$ cat config.mk
export PLATFORM = sky130hd
export DESIGN_NAME = hll_mod_unit
export DESIGN_NICKNAME = d
export VERILOG_FILES = /design/src/hll_pkg.sv /design/src/hll_mod_unit.sv
export SDC_FILE = /design/constraint.sdc
export NUM_CORES = 1
export LEC_CHECK = 0
export ABC_AREA = 1
export BUFFER_PORTS_ARGS = -buffer_cell sky130_fd_sc_hd__buf_2
export CORE_ASPECT_RATIO = 1.1
export CORE_MARGIN = 2
export CORE_UTILIZATION = 50
export CTS_CLUSTER_DIAMETER = 120
export DETAILED_ROUTE_END_ITERATION = 8
export GPL_ROUTABILITY_DRIVEN = 0
export MAX_ROUTING_LAYER = met4
export PLACE_DENSITY = 0.73
export SETUP_SLACK_MARGIN = 0.05
export SYNTH_ARGS = -nofsm -noshare
export SYNTH_HDL_FRONTEND = slang
export SYNTH_SLANG_ARGS = --single-unit
$ cat constraint.sdc
create_clock -name i_clk -period 2.9 [get_ports i_clk]
set_input_delay 0.58 -clock i_clk [delete_from_list [all_inputs] [get_ports i_clk]]
set_output_delay 0.58 -clock i_clk [all_outputs]
set_load 0.05 [all_outputs]
$ cat src/hll_pkg.sv
// ----------------------------------------------------------------------------
// hll_pkg: shared types and constants of the sketch update block
// Command codes, field widths and the seed write word used between modules.
// ----------------------------------------------------------------------------
package hll_pkg;

    localparam int KEY_BITS    = 32;
    localparam int SEED_WORDS  = 32;
    localparam int SEED_IDX_W  = 5;
    localparam int ROW_FIELD_W = 2;
    localparam int POS_W       = 10;
    localparam int CELL_W      = 6;
    localparam int CFG_DATA_W  = 11;
    localparam int CFG_IDX_W   = 2;
    localparam int ROWS_CFG_W  = 3;
    localparam int ROW_MAX_W   = 4;

    localparam logic [CELL_W-1:0] RANK_ONE = CELL_W'(1);

    typedef enum logic [1:0] {
        CMD_LOAD_SEL = 2'd0,
        CMD_LOAD_UPD = 2'd1,
        CMD_INSERT   = 2'd2,
        CMD_READ     = 2'd3
    } t_cmd;

    localparam logic [CFG_IDX_W-1:0] CFG_COLUMN_COUNT = CFG_IDX_W'(0);
    localparam logic [CFG_IDX_W-1:0] CFG_ROWS_IN_USE  = CFG_IDX_W'(1);

    typedef struct packed {
        logic                  sel_we;
        logic                  upd_we;
        logic [ROW_MAX_W-1:0]  row;
        logic [SEED_IDX_W-1:0] pos;
        logic [KEY_BITS-1:0]   data;
    } t_seed_wr;

endpackage

$ cat src/hll_mod_unit.sv
// ----------------------------------------------------------------------------
// hll_mod_unit: iterative remainder and rank unit
// Restoring division, one quotient bit per cycle, gives hash mod columns;
// the same steps shift the update hash to count its leading zeros.
// ----------------------------------------------------------------------------
module hll_mod_unit #(
    parameter int CW = 11
) (
    input  logic                          i_clk,
    input  logic                          i_rst_n,
    input  logic                          i_start,
    input  logic [hll_pkg::KEY_BITS-1:0]  i_dividend,
    input  logic [CW-1:0]                 i_divisor,
    input  logic [hll_pkg::KEY_BITS-1:0]  i_upd_hash,
    output logic                          o_done,
    output logic [CW-1:0]                 o_rem,
    output logic [hll_pkg::CELL_W-1:0]    o_rank
);
    import hll_pkg::*;

    logic [KEY_BITS-1:0]   r_dvd;
    logic [KEY_BITS-1:0]   r_uh;
    logic [CW-1:0]         r_div;
    logic [CW-1:0]         r_rem;
    logic [CELL_W-1:0]     r_rank;
    logic                  r_found;
    logic [SEED_IDX_W-1:0] r_cnt;
    logic                  r_run;
    logic                  r_done;
    logic [CW:0]           w_trial;
    logic [CW:0]           w_diff;

    assign w_trial = {r_rem, r_dvd[KEY_BITS-1]};
    assign w_diff  = w_trial - {1'b0, r_div};

    always_ff @(posedge i_clk) begin
        if (!i_rst_n) begin
            r_run  <= 1'b0;
            r_done <= 1'b0;
            r_cnt  <= '0;
        end else begin
            r_done <= 1'b0;
            if (i_start) begin
                r_run <= 1'b1;
                r_cnt <= '0;
            end else if (r_run) begin
                r_cnt <= r_cnt + SEED_IDX_W'(1);
                if (r_cnt == SEED_IDX_W'(KEY_BITS - 1)) begin
                    r_run  <= 1'b0;
                    r_done <= 1'b1;
                end
            end
        end
    end

    always_ff @(posedge i_clk) begin
        if (i_start) begin
            r_dvd   <= i_dividend;
            r_div   <= i_divisor;
            r_uh    <= i_upd_hash;
            r_rem   <= '0;
            r_rank  <= RANK_ONE;
            r_found <= 1'b0;
        end else if (r_run) begin
            r_dvd <= r_dvd << 1;
            if (w_trial >= {1'b0, r_div}) begin
                r_rem <= w_diff[CW-1:0];
            end else begin
                r_rem <= w_trial[CW-1:0];
            end
            if (!r_found) begin
                if (r_uh[KEY_BITS-1]) begin
                    r_found <= 1'b1;
                end else begin
                    r_rank <= r_rank + RANK_ONE;
                end
            end
            r_uh <= r_uh << 1;
        end
    end

    assign o_done = r_done;
    assign o_rem  = r_rem;
    assign o_rank = r_rank;

endmodule

==> metrics.md <==
| Metric | Value |
|---|---|
| Largest family of logic cells by synthesized area | simple AND/OR/NAND/NOR gates |
| Synth cell types | 32 |
| Area of the multi-input gates | 0.00183 mm2 |
| Worst hold margin | 388 ps |
| Initial core utilization | 0.508 |
| Crit Path Class | reg -> reg |
| CTS resizes | 0 |
| I/O pin total | 96 |
| Post-CTS Hold Fix Bufs | 0 |
| Clock Skew | 9.54 ps |
| Final worst path period share | 0.763 |
| Fill cell count | 899 |
| Clock period minus worst slack | 2210 ps |
| Synth Area in Simple Gates | 0.298 |
| Worst Tran Pin Value | 1020 ps |
| GRT Residual Overflow | 0 |
| Commonest non-fill, non-tap cell in the layout | nand2_1 |
| #FFs+latches synth | 100 |
| Critical path peak fanout | 12 |
| Num CTS Buffers | 9 |
| Vias/cell | 4.94 |
| Post-DP HPWL | 7.40 mm |
| Reg2Reg Depth | 13 |
| Placed cell area | 0.00551 mm2 |
| Final Setup Violations | 0 |
| DRC viols | 0 |
| Worst Path Arrival | 2460 ps |
| Crit-path cells | inv_1 -> ha_1 -> fa_1 -> inv_1 -> nand2_1 -> nand2_1 -> nand2_2 -> nand2_1 -> nand2_2 -> nand3_2 -> nand2_1 -> nand3_1 -> o21ai_1 |
| Status | completed |
| Maximum clock path buffer count | 2 |
| Initial DRT Pass Iterations | 4 |
| Antenna cells | 0 |
| Clk slew on worst S/H paths | 90 ps |
| Synth area leaders | edfxtp_1 45%, nand2_1 20%, dfxtp_1 10% |
| First-pass GRT wire length | 16.7 mm |
| Unrepaired setup endpoints after global routing | false |
| TritonCTS clock tree | yes |
| Register area share after synthesis | 0.556 |
| TNS Setup | 0 ps |
| Mapped Cells | 574 |
| Most frequent cells in the layout | 264 x nand2_1, 95 x buf_2, 75 x edfxtp_1 |
| Tot Pwr | 2.96 mW |
| Layout Nets | 756 |
| Core Box Area | 0.00975 mm2 |
| Syn_nets | 667 |
| Hold-critical path depth | 1 |
| Detailed-route via count | 3894 |
| Final Max Slew Viols | 0 |
| H-Tree Depth | 3 |
| Post-synthesis adder-cell area fraction | 0.0394 |
| Routed length per instance | 12.9 um |
| Pin count of the biggest net entering global routing | 67 |
| Yosys Warn Count | 0 |
| Initial antenna violation count | 0 |
| Worst-Skew Late Latency | 360 ps |
| Row count | 38 |
| Req. time, crit path | 3150 ps |
| Most used cell, CP | nand2_1 |
| PD cells | 518 mW/mm2 |
| Worst path slowest cell | fa_1 |
| Max-cap violations | 0 |
| Relative slew slack | 0.317 |
| Max Fclk | 452 MHz |
| Fraction of the mapped netlist area in compound gates | 0.0258 |
| Final hold violations | 0 |
| Initial drt markers | 264 |
| Synthesized cell area | 0.00495 mm2 |
| Worst Setup End Kind | register |
| Area grow syn2layout | 15.3% |
| Register area | 0.00275 mm2 |
| Total GRT Usage | 0.202 |
| Detail Route Antenna Nets | 0 |
| Post-route cell area | 0.00571 mm2 |
| DIE AREA | 0.0107 mm2 |
| WL final | 10.1 mm |
| HP Class | in -> reg |
| CP max stage delay | 410 ps |
| Syn avg cell area | 8.63 um2 |
| Die width | 98.9 um |
| Port-buffer cells | 95 |
| CTS Root Cell | clkbuf_8 |
| Vias in the first global route | 3668 |
| Yosys top cell area share | 0.455 |
| Peak VDD IR | 0.000400 V |
| Share of cells above drive strength 1 | 0.214 |
| P_leak | 2.86 nW |
| Xor and xnor fraction of the mapped netlist area | 0.00530 |
| Dominant cell type by area after synthesis | edfxtp_1 |
| Post-CTS Setup Inserts | 0 |
| Die height | 108 um |
| CTS sink count | 100 |
| Startpoint Class | register |
| Post-synthesis mux area share | 0 |
[metrics by stage]
step	util	instances	setup slack [ps]
finish	0.586	788	686
global route	0.586	788	473
CTS	0.586	788	703
detailed placement	0.566	772	723
global placement	0.566	772	801
floorplan	-	574	290
[worst max-delay path, delay by kind of cell (launching register included)]
family / cells / cell delay (ps)
compound gates: 1 / 80
fa+ha+maj: 2 / 630
buf+inv: 2 / 160
flops: 1 / 330
simple gates: 8 / 900
[final timing paths]
path / endpoint / from / slack, ps
worst max-delay path: o_rem[4]$_SDFFE_PP0P_ / r_dvd[31]$_DFFE_PP_ / 690
worst min-delay path: r_div[4]$_DFFE_PP_ / i_divisor[4] / 390
worst min register to register: r_cnt[4]$_SDFFE_PP0P_ / r_cnt[4]$_SDFFE_PP0P_ / 480
worst max register to register: o_rem[4]$_SDFFE_PP0P_ / r_dvd[31]$_DFFE_PP_ / 690
[report_power, final]
group          internal [mW]  total (mW)  switching [mW]
Clock                  0.414       0.879           0.464
Sequential              1.67        1.72          0.0414
Combinational          0.133       0.363           0.230
[area by class of cell]
type / instances / share of cell area
sequential: 100 / 0.482
multi-input combinational: 386 / 0.320
timing repair buffer: 100 / 0.0942
inverter: 66 / 0.0434
clock buffer: 13 / 0.0318
tap: 120 / 0.0263
clock inverter: 3 / 0.00263
[synthesized netlist by cell type]
cell / count
dfxtp_1: 25
nor3_1: 3
nor3b_1: 2
a211oi_1: 1
nand3_1: 22
edfxtp_1: 75
o21ai_2: 1
nor3_2: 3
or2_2: 1
nand2_2: 7
nand3_2: 8
clkbuf_1: 7
or2_0: 1
nand4_1: 13
o21ai_0: 4
nand2_1: 264
buf_6: 3
a21oi_2: 1
o21ai_1: 4
nor2_2: 2
buf_4: 3
nand4_2: 1
nor2_1: 16
xor2_1: 3
buf_2: 9
fa_1: 1
o21a_1: 1
inv_2: 4
a21oi_1: 11
inv_1: 62
ha_1: 14
and3_1: 2
[flip-flops by register name, summed over array words and instances (netlist names)]
register and count:
r_run 1, o_rem 11, o_rank 6, r_div 11, o_done 1, r_dvd 32, r_cnt 5, r_found 1
r_uh 32
[kinds of logic after synthesis]
| kind of cell | after synthesis |
|---|---|
| and+or+nand+nor | 345 |
| DFF | 100 |
| buffers and inverters | 88 |
| AOI/OAI and AO/OA | 23 |
| adders and majority gates | 15 |
| xor gates and xnor gates | 3 |
[metal layers]
layer,track usage,share of wire,wire [um],up-vias
li1,-,-,-,2007
met1,0.252,0.44,4500,1769
met2,0.330,0.49,5000,102
met3,0.0465,0.046,466,16
met4,0.0646,0.017,176,0
met5,-,0,0,-
(Power assumes the default switching activity.)
